$ cat src/sv/oas_pkg.sv
package oas_pkg;

  // Default sizes of the block.
  localparam int MAX_DIM_DEF   = 16;
  localparam int COST_BITS_DEF = 24;
  localparam int WORK_BITS_DEF = 48;

  // Fixed field widths of the ports.
  localparam int CFG_W     = 5;
  localparam int CFG_IDX_W = 1;
  localparam int IDX_W     = 4;
  localparam int TOTAL_W   = 28;

  // Scale applied to the largest finite cost times the element count to stand in for infinity.
  localparam int INF_SCALE = 10;

  // Configuration register indexes.
  typedef enum logic [CFG_IDX_W-1:0] {
    CFG_NUM_ROWS = 1'b0,
    CFG_NUM_COLS = 1'b1
  } cfg_reg_t;

  // Operations of the shared arithmetic unit.
  typedef enum logic {
    ALU_ADD,
    ALU_SUB
  } alu_op_t;

  // Compare results of the shared arithmetic unit.
  typedef struct packed {
    logic lt;
    logic eq;
  } alu_flags_t;

endpackage

$ cat src/sv/oas_alu.sv
module oas_alu #(
  parameter int W = 48
) (
  input  oas_pkg::alu_op_t    op,
  input  logic [W-1:0]        a,
  input  logic [W-1:0]        b,
  output logic [W-1:0]        y,
  output oas_pkg::alu_flags_t flags
);

  // Shared add/subtract with magnitude compare.
  always_comb begin
    case (op)
      oas_pkg::ALU_ADD: y = a + b;
      oas_pkg::ALU_SUB: y = a - b;
      default:          y = a - b;
    endcase
    flags.lt = (a < b);
    flags.eq = (a == b);
  end

endmodule

$ cat config.mk
export PLATFORM = sky130hd
export DESIGN_NAME = oas_alu
export DESIGN_NICKNAME = d
export VERILOG_FILES = /design/src/sv/oas_pkg.sv /design/src/sv/oas_alu.sv
export SDC_FILE = /design/constraint.sdc
export NUM_CORES = 1
export LEC_CHECK = 0
export ABC_AREA = 1
export BUFFER_PORTS_ARGS = -buffer_cell sky130_fd_sc_hd__buf_2
export CORE_ASPECT_RATIO = 1.1
export CORE_MARGIN = 2
export CORE_UTILIZATION = 52
export DETAILED_ROUTE_END_ITERATION = 10
export PLACE_DENSITY = 0.81
export SETUP_SLACK_MARGIN = 0.02
export SLEW_MARGIN = 25
export SYNTH_ARGS = -nofsm -noshare
export SYNTH_HDL_FRONTEND = slang
export SYNTH_SLANG_ARGS = --single-unit
$ cat constraint.sdc
create_clock -name vclk -period 3.6
set_input_delay 0.36 -clock vclk [all_inputs]
set_output_delay 0.36 -clock vclk [all_outputs]
set_load 0.02 [all_outputs]
==> impl_metrics.csv, run 1 <==
group,metric,value,unit
worst_setup_path,worstPathRequired,3.24,ns
timing,fmax,308.2,MHz
status,outcome,"complete, no violations",
timing,rsz0062_at_grt,"no",
die,ioPinCount,147,
detailed_routing,top_layer_used,"met4",
timing,hold_viol,0,
min_path,whs_path_depth,4,
detailed_routing,drc_errors,0,
cts,postCtsSetupRepairBufs,0,
logic_synthesis,synth_most_common_cell,"nand2_1",
layout,flops_and_latches,0,
die,core,0.01774,mm²
timing,setup_viol,0,
logic_synthesis,yosysTopAreaCell,"nand2_1",
logic_synthesis,ys_warn_count,0,
global_route,grt_pass1_wl,59.18,mm
detailed_routing,avgViaCountPerCell,5.187,
place,place.gp.congestion,1.082,
logic_synthesis,yosys.cell_types.count,39,
detailed_routing,wl_per_cell,16.25,µm
timing,min_period,3.245,ns
global_route,track_usage,38.80,%
detailed_routing,ant_nets,0,
worst_setup_path,cp-start-kind,"primary input",
pwr,p_int,0.5624,mW
die,fp.dieArea,0.01923,mm²
layout,postLayoutCoreUtil,57.59,%
die,die_w,132.4,µm
timing,fin_crit_sh,90.13,%
logic_synthesis,synth_area_leaders,"nand2_1 36%, inv_1 19%, ha_1 13%",
pwr,clockPowerShare,0,%
global_route,grt-ovfl-total,0,
timing,worstMarginPinSlew,0.9501,ns
pwr,peakVddDrop,0.1156,mV
layout,final_layout_size_suffix_gt1_share,9.738,%
pwr,switching_power,1.328,mW
layout,antennaDiodeCount,0,
timing,maxSlewHeadroom,36.59,%
global_route,antenna_found_initial,0,
worst_setup_path,crit_path_end_kind,"primary output",
worst_setup_path,cp_max_fo,6,
logic_synthesis,yosysTopAreaCellShare,35.58,%
worst_setup_path,arrival,2.88,ns
timing,finalMaxSlewViolations,0,
layout,nets,2332,
cts,cts_resized,0,
worst_setup_path,criticalPathCategory,"primary input to primary output",
timing,fin_tns_setup,0,ns
detailed_routing,drt-initial-drc-count,1323,
pwr,pwr_density_cell,185.1,mW/mm²
global_route,grt_max_degree,55,
timing,whs,1.147,ns
run,drv_cap,0,
pwr,comb_power_share,100.0,%
layout,areaGrowthSynthToFinish,8.332,%
detailed_routing,wl_met2,17.33,mm
pwr,pwr-share-seq,0,%
layout,seq_area,0,µm²
timing,fin_ws,0.3553,ns
pwr,swShare,70.26,%
layout,nClkBuffers,0,
detailed_routing,met1Wirelength,15.31,mm
die,rows,51,
min_path,min_path_type,"primary input to primary output",
logic_synthesis,syn_area,0.009430,mm²
die,die_y,145.2,µm
cts,ctsHoldBuffers,0,
pwr,leakage,6.957,nW
place,portBuffers,147,
layout,fill_cells,2062,
logic_synthesis,synth_commonest_cells,"894 x nand2_1, 488 x inv_1, 151 x nor2_1",
logic_synthesis,synth.yosys.seq_area_share,0,%
die,start_util,53.16,%
logic_synthesis,syn_avg_cell_area,4.641,µm²
detailed_routing,wirelength,38.58,mm
logic_synthesis,syn_inst,2032,
detailed_routing,dr_wl_met3,3.821,mm
place,pre_cts_slack,0.4252,ns
detailed_routing,vias,12310,
place,dp_hpwl,34.08,mm
logic_synthesis,syn_nets,2226,
detailed_routing,first_pass_iters,5,
global_route,grt_pass1_vias,11430,
## power by group through the flow
| stage | combinational, mW | clock (mW) | sequential, mW |
|---|---|---|---|
| final | 1.89 | 0 | 0 |
| after global routing | 2.06 | 0 | 0 |
| after CTS | 1.84 | 0 | 0 |
| after detailed placement | 1.84 | 0 | 0 |
| after global placement | 1.83 | 0 | 0 |
| after floorplan | 1.26 | 0 | 0 |
## final timing paths
path | end | slack, ns | from
worst min-delay path | y[0] | 1.15 | b[0]
worst max-delay path | y[24] | 0.36 | a[0]
## per-layer routing
metal | global-route usage (%) | vias up
li1 | - | 6162
met1 | 47.61 | 5393
met2 | 66.42 | 641
met3 | 5.730 | 118
met4 | 17.74 | 0
met5 | 0 | -
## worst max-delay path, cell delays in order
cell	delay (ns)
buf_2	0.11
inv_1	0.05
ha_1	0.18
inv_1	0.11
fa_1	0.56
nand3_1	0.14
nand3_1	0.29
a21oi_2	0.29
inv_1	0.11
nand2_1	0.07
nand3_1	0.10
xor2_1	0.17
nand2_1	0.07
nand2_1	0.10
buf_2	0.17
## through the flow
| step | area [µm²] | std cells | total power [mW] |
|---|---|---|---|
| 6_report | 10220 | 2374 | 1.891 |
| 5_1_grt | 10220 | 2374 | 2.064 |
| 2_1_floorplan | 9430 | 2032 | 1.261 |
| 3_5_place_dp | 10220 | 2374 | 1.838 |
| 3_3_place_gp | 10220 | 2374 | 1.826 |
| 4_1_cts | 10220 | 2374 | 1.845 |
## cell families after synthesis
logic type      Yosys count  synth area share (%)
simple gates           1234                 53.54
buf+inv                 544                 22.69
compound gates          111                 6.475
fa+ha+maj                97                 13.03
xor+xnor                 46                 4.272
## final cells by class
type	instances	area, µm²	area share [%]
multi-input cells	1488	7291	71.37
inverters	498	1869	18.30
well taps	238	297.8	2.915
repair buffers	150	758.2	7.422
## cells in the final DEF, fill, tap and decap left out, types with 3 or more instances in the layout
master    Yosys  final
o21bai_1      7      7
buf_4         9      3
and2_1        5      5
buf_2        24    147
o21ai_0      24     24
a21oi_1      65     65
nor2_2       27     27
nor3_2       10     10
nand3_2       5      5
nor3_1       15     15
nand4_1      34     34
o22ai_1       3      3
inv_1       488    488
inv_2         9      9
nand3_1      85     85
ha_1         95     95
nand2_1     894    894
nor2_1      151    151
xor2_1       46     46
(Power assumes the default switching activity.)
==> inputs of run 2 (changes only) <==
CELL_PAD_IN_SITES_DETAIL_PLACEMENT = 2   (was default)
CELL_PAD_IN_SITES_GLOBAL_PLACEMENT = 2   (was default)
CORE_UTILIZATION = 30   (was 52)
PLACE_DENSITY = 0.95   (was 0.81)
==> impl_metrics.csv, run 2 (same netlist as run 1, synthesis figures left out) <==
group,metric,value,unit
worst_setup_path,crit_path_end_kind,"primary output",
die,core,0.03114,mm²
timing,fin_tns_setup,0,ns
min_path,whs_path_depth,4,
global_route,antenna_found_initial,3,
timing,rsz0062_at_grt,"no",
layout,flops_and_latches,0,
worst_setup_path,crit_chain,"buf_2 > inv_1 > ha_1 > inv_1 > fa_1 > nand3_1 > nand3_1 > a21oi_2 > inv_1 > nand2_1 > nand3_1 > xor2_1 > nand2_1 > nand2_1 > buf_2",
worst_setup_path,worstPathRequired,3.24,ns
detailed_routing,vias,13000,
cts,ctsHoldBuffers,0,
layout,mostFrequentLayoutCell,"nand2_1",
timing,min_period,3.453,ns
layout,multi_input_area,0.007291,mm²
detailed_routing,drc_errors,0,
detailed_routing,avgViaCountPerCell,5.083,
layout,final_cell_mix,"894 x nand2_1, 488 x inv_1, 151 x nor2_1",
timing,whs,1.157,ns
timing,fmax,289.6,MHz
cts,postCtsSetupRepairBufs,0,
status,outcome,"complete, no violations",
timing,fin_crit_sh,95.92,%
global_route,grt_max_degree,41,
worst_setup_path,slowest_delay,0.57,ns
timing,maxSlewHeadroom,54.07,%
min_path,hold_start,"b[0]",
layout,antennaDiodeCount,0,
place,place.gp.congestion,0.9839,
global_route,grt_pass1_wl,81.83,mm
run,drv_cap,0,
worst_setup_path,cp-start-kind,"primary input",
layout,postLayoutCoreUtil,33.59,%
layout,fill_cells,4509,
timing,worstMarginPinSlew,0.6889,ns
detailed_routing,first_pass_iters,5,
die,die_w,173.0,µm
die,fp.dieArea,0.03287,mm²
layout,nClkBuffers,0,
worst_setup_path,worst-path-buf-inv,5,
global_route,grt_pass1_vias,14620,
place,pre_cts_slack,0.2641,ns
pwr,leakage,6.967,nW
pwr,peakVddDrop,0.07609,mV
worst_setup_path,cp_max_fo,6,
place,portBuffers,147,
layout,nets,2334,
worst_setup_path,path_delay_family,"simple AND/OR/NAND/NOR gates",
die,ioPinCount,147,
cts,cts_resized,0,
min_path,hold_path_end,"y[0]",
layout,seq_area,0,µm²
die,die_y,190.0,µm
global_route,grt-ovfl-total,0,
worst_setup_path,slowest_stage,"fa_1",
detailed_routing,ant_nets,0,
worst_setup_path,criticalPathCategory,"primary input to primary output",
timing,finalMaxSlewViolations,0,
die,start_util,30.28,%
detailed_routing,wl_per_cell,21.28,µm
global_route,track_usage,32.48,%
layout,final_layout_size_suffix_gt1_share,9.822,%
layout,areaGrowthSynthToFinish,10.91,%
place,dp_hpwl,49.38,mm
timing,fin_ws,0.1470,ns
worst_setup_path,arrival,3.09,ns
detailed_routing,drt-initial-drc-count,578,
detailed_routing,wirelength,54.43,mm
timing,setup_viol,0,
min_path,min_path_type,"primary input to primary output",
die,rows,68,
timing,hold_viol,0,
pwr,pwr_density_cell,197.8,mW/mm²
-- run 2: changes by cell type in the layout (fill, tap and decap cells not counted) --
cell / previous run / this run
buf_4: 3 / 5
-- run 2: per-stage QoR --
step / total power, mW / cells / area (µm²)
finish: 2.069 / 2558 / 10460
global route: 2.249 / 2558 / 10460
CTS: 2.045 / 2558 / 10460
detailed placement: 2.036 / 2558 / 10460
global placement: 1.923 / 2558 / 10460
floorplan: 1.261 / 2032 / 9430
-- run 2: worst max path at each step --
stage,start,to,slack [ns],cells past startpoint
2_1_floorplan,a[0],y[12],1.13,11
3_3_place_gp,a[0],y[24],0.34,15
3_5_place_dp,a[0],y[24],0.26,15
4_1_cts,a[0],y[24],0.24,15
5_1_grt,a[0],y[24],0.07,15
6_report,a[0],y[24],0.15,15
-- run 2: power breakdown --
group,total (mW),switching [mW],internal (mW)
clock,0,0,0
combinational,2.07,1.50,0.566
sequential,0,0,0
-- run 2: area by class of cell --
type                       instances  share of cell area (%)
multi-input combinational       1488                   69.71
inverter                         498                   17.87
timing repair buffer             152                   7.393
tap                              420                   5.025
-- run 2: routing by layer --
metal	GRT usage [%]	up-vias	wire length [µm]
li1	-	6164	-
met1	36.92	6312	22050
met2	59.89	377	26710
met3	4.237	144	2695
met4	15.58	6	2931
met5	0	-	36
==> inputs of run 3 (changes only) <==
clock period = 4.4 ns   (was 3.6 ns; I/O delays follow)
==> impl_metrics.csv, run 3 (same netlist as run 1, synthesis figures left out) <==
group,metric,value,unit
place,pre_cts_slack,0.8529,ns
pwr,leakage,6.962,nW
die,start_util,30.28,%
place,place.gp.congestion,0.9499,
layout,antennaDiodeCount,0,
place,portBuffers,147,
timing,min_period,3.640,ns
worst_setup_path,worstPathRequired,3.96,ns
cts,cts_resized,0,
timing,finalMaxSlewViolations,0,
global_route,track_usage,32.27,%
detailed_routing,vias,12930,
worst_setup_path,arrival,3.20,ns
timing,maxSlewHeadroom,38.99,%
timing,fin_tns_setup,0,ns
timing,whs,1.293,ns
detailed_routing,ant_nets,0,
die,ioPinCount,147,
timing,fmax,274.7,MHz
worst_setup_path,cp-start-kind,"primary input",
layout,seq_area,0,µm²
die,die_y,190.0,µm
worst_setup_path,crit_chain,"buf_2 > inv_1 > ha_1 > inv_1 > fa_1 > nand3_1 > nand3_1 > a21oi_2 > inv_1 > nand2_1 > nand3_1 > xor2_1 > nand2_1 > nand2_1 > buf_2",
global_route,grt_pass1_vias,14520,
worst_setup_path,crit_path_end_kind,"primary output",
die,fp.dieArea,0.03287,mm²
worst_setup_path,cp_max_fo,6,
timing,rsz0062_at_grt,"no",
timing,worstMarginPinSlew,0.9141,ns
detailed_routing,drt-initial-drc-count,550,
global_route,grt_pass1_wl,82.11,mm
pwr,pwr_density_cell,161.8,mW/mm²
layout,nClkBuffers,0,
global_route,grt-ovfl-total,0,
layout,areaGrowthSynthToFinish,10.83,%
timing,fin_crit_sh,82.73,%
place,dp_hpwl,49.08,mm
timing,setup_viol,0,
layout,nets,2333,
timing,hold_viol,0,
detailed_routing,first_pass_iters,5,
min_path,min_path_type,"primary input to primary output",
timing,fin_ws,0.7598,ns
layout,final_layout_size_suffix_gt1_share,9.780,%
layout,flops_and_latches,0,
cts,ctsHoldBuffers,0,
pwr,peakVddDrop,0.06222,mV
layout,final_cell_mix,"894 x nand2_1, 488 x inv_1, 151 x nor2_1",
detailed_routing,wirelength,54.17,mm
global_route,grt_max_degree,55,
die,core,0.03114,mm²
layout,mostFrequentLayoutCell,"nand2_1",
worst_setup_path,slowest_delay,0.61,ns
global_route,antenna_found_initial,0,
status,outcome,"complete, no violations",
die,die_w,173.0,µm
worst_setup_path,criticalPathCategory,"primary input to primary output",
worst_setup_path,slowest_stage,"fa_1",
detailed_routing,wl_per_cell,21.18,µm
run,drv_cap,0,
cts,postCtsSetupRepairBufs,0,
die,rows,68,
detailed_routing,avgViaCountPerCell,5.055,
detailed_routing,drc_errors,0,
[run 3: layout make-up]
cell class                 instances  area [µm²]
fill                            4503       20690
inverter                         498        1869
multi-input combinational       1488        7291
tap                              420       525.5
timing repair buffer             151       765.7
[run 3: stage by stage]
step | area, µm² | cells | util [%] | power [mW]
global placement | 10450 | 2557 | 33.56 | 1.570
CTS | 10450 | 2557 | 33.56 | 1.669
global route | 10450 | 2557 | 33.56 | 1.837
detailed placement | 10450 | 2557 | 33.56 | 1.662
finish | 10450 | 2557 | 33.56 | 1.691
floorplan | 9430 | 2032 | - | 1.031
[run 3: where the power goes]
part / switching (mW) / total [mW] / internal [mW]
registers: 0 / 0 / 0
clock network: 0 / 0 / 0
logic: 1.23 / 1.69 / 0.463
[run 3: path summary, 6_finish.rpt]
| path | to | slack (ns) | startpoint | depth (start not counted) |
|---|---|---|---|---|
| setup / recovery | y[24] | 0.76 | a[0] | 15 |
| hold / removal | y[0] | 1.29 | b[0] | 4 |
[run 3: layer usage]
metal / vias to the layer above / share of wire (%) / track usage (%)
met5: - / 0 / 0
met2: 301 / 50 / 60.22
li1: 6152 / - / -
met3: 115 / 2.8 / 1.719
met4: 0 / 5.0 / 13.92
met1: 6357 / 43 / 38.22
[run 3: worst max-delay path: cells and delay by family]
kind            cells  cell delay, ns
compound gates      1            0.32
xor+xnor            1            0.18
fa+ha+maj           2            0.80
buf+inv             5            0.59
simple gates        6            0.87
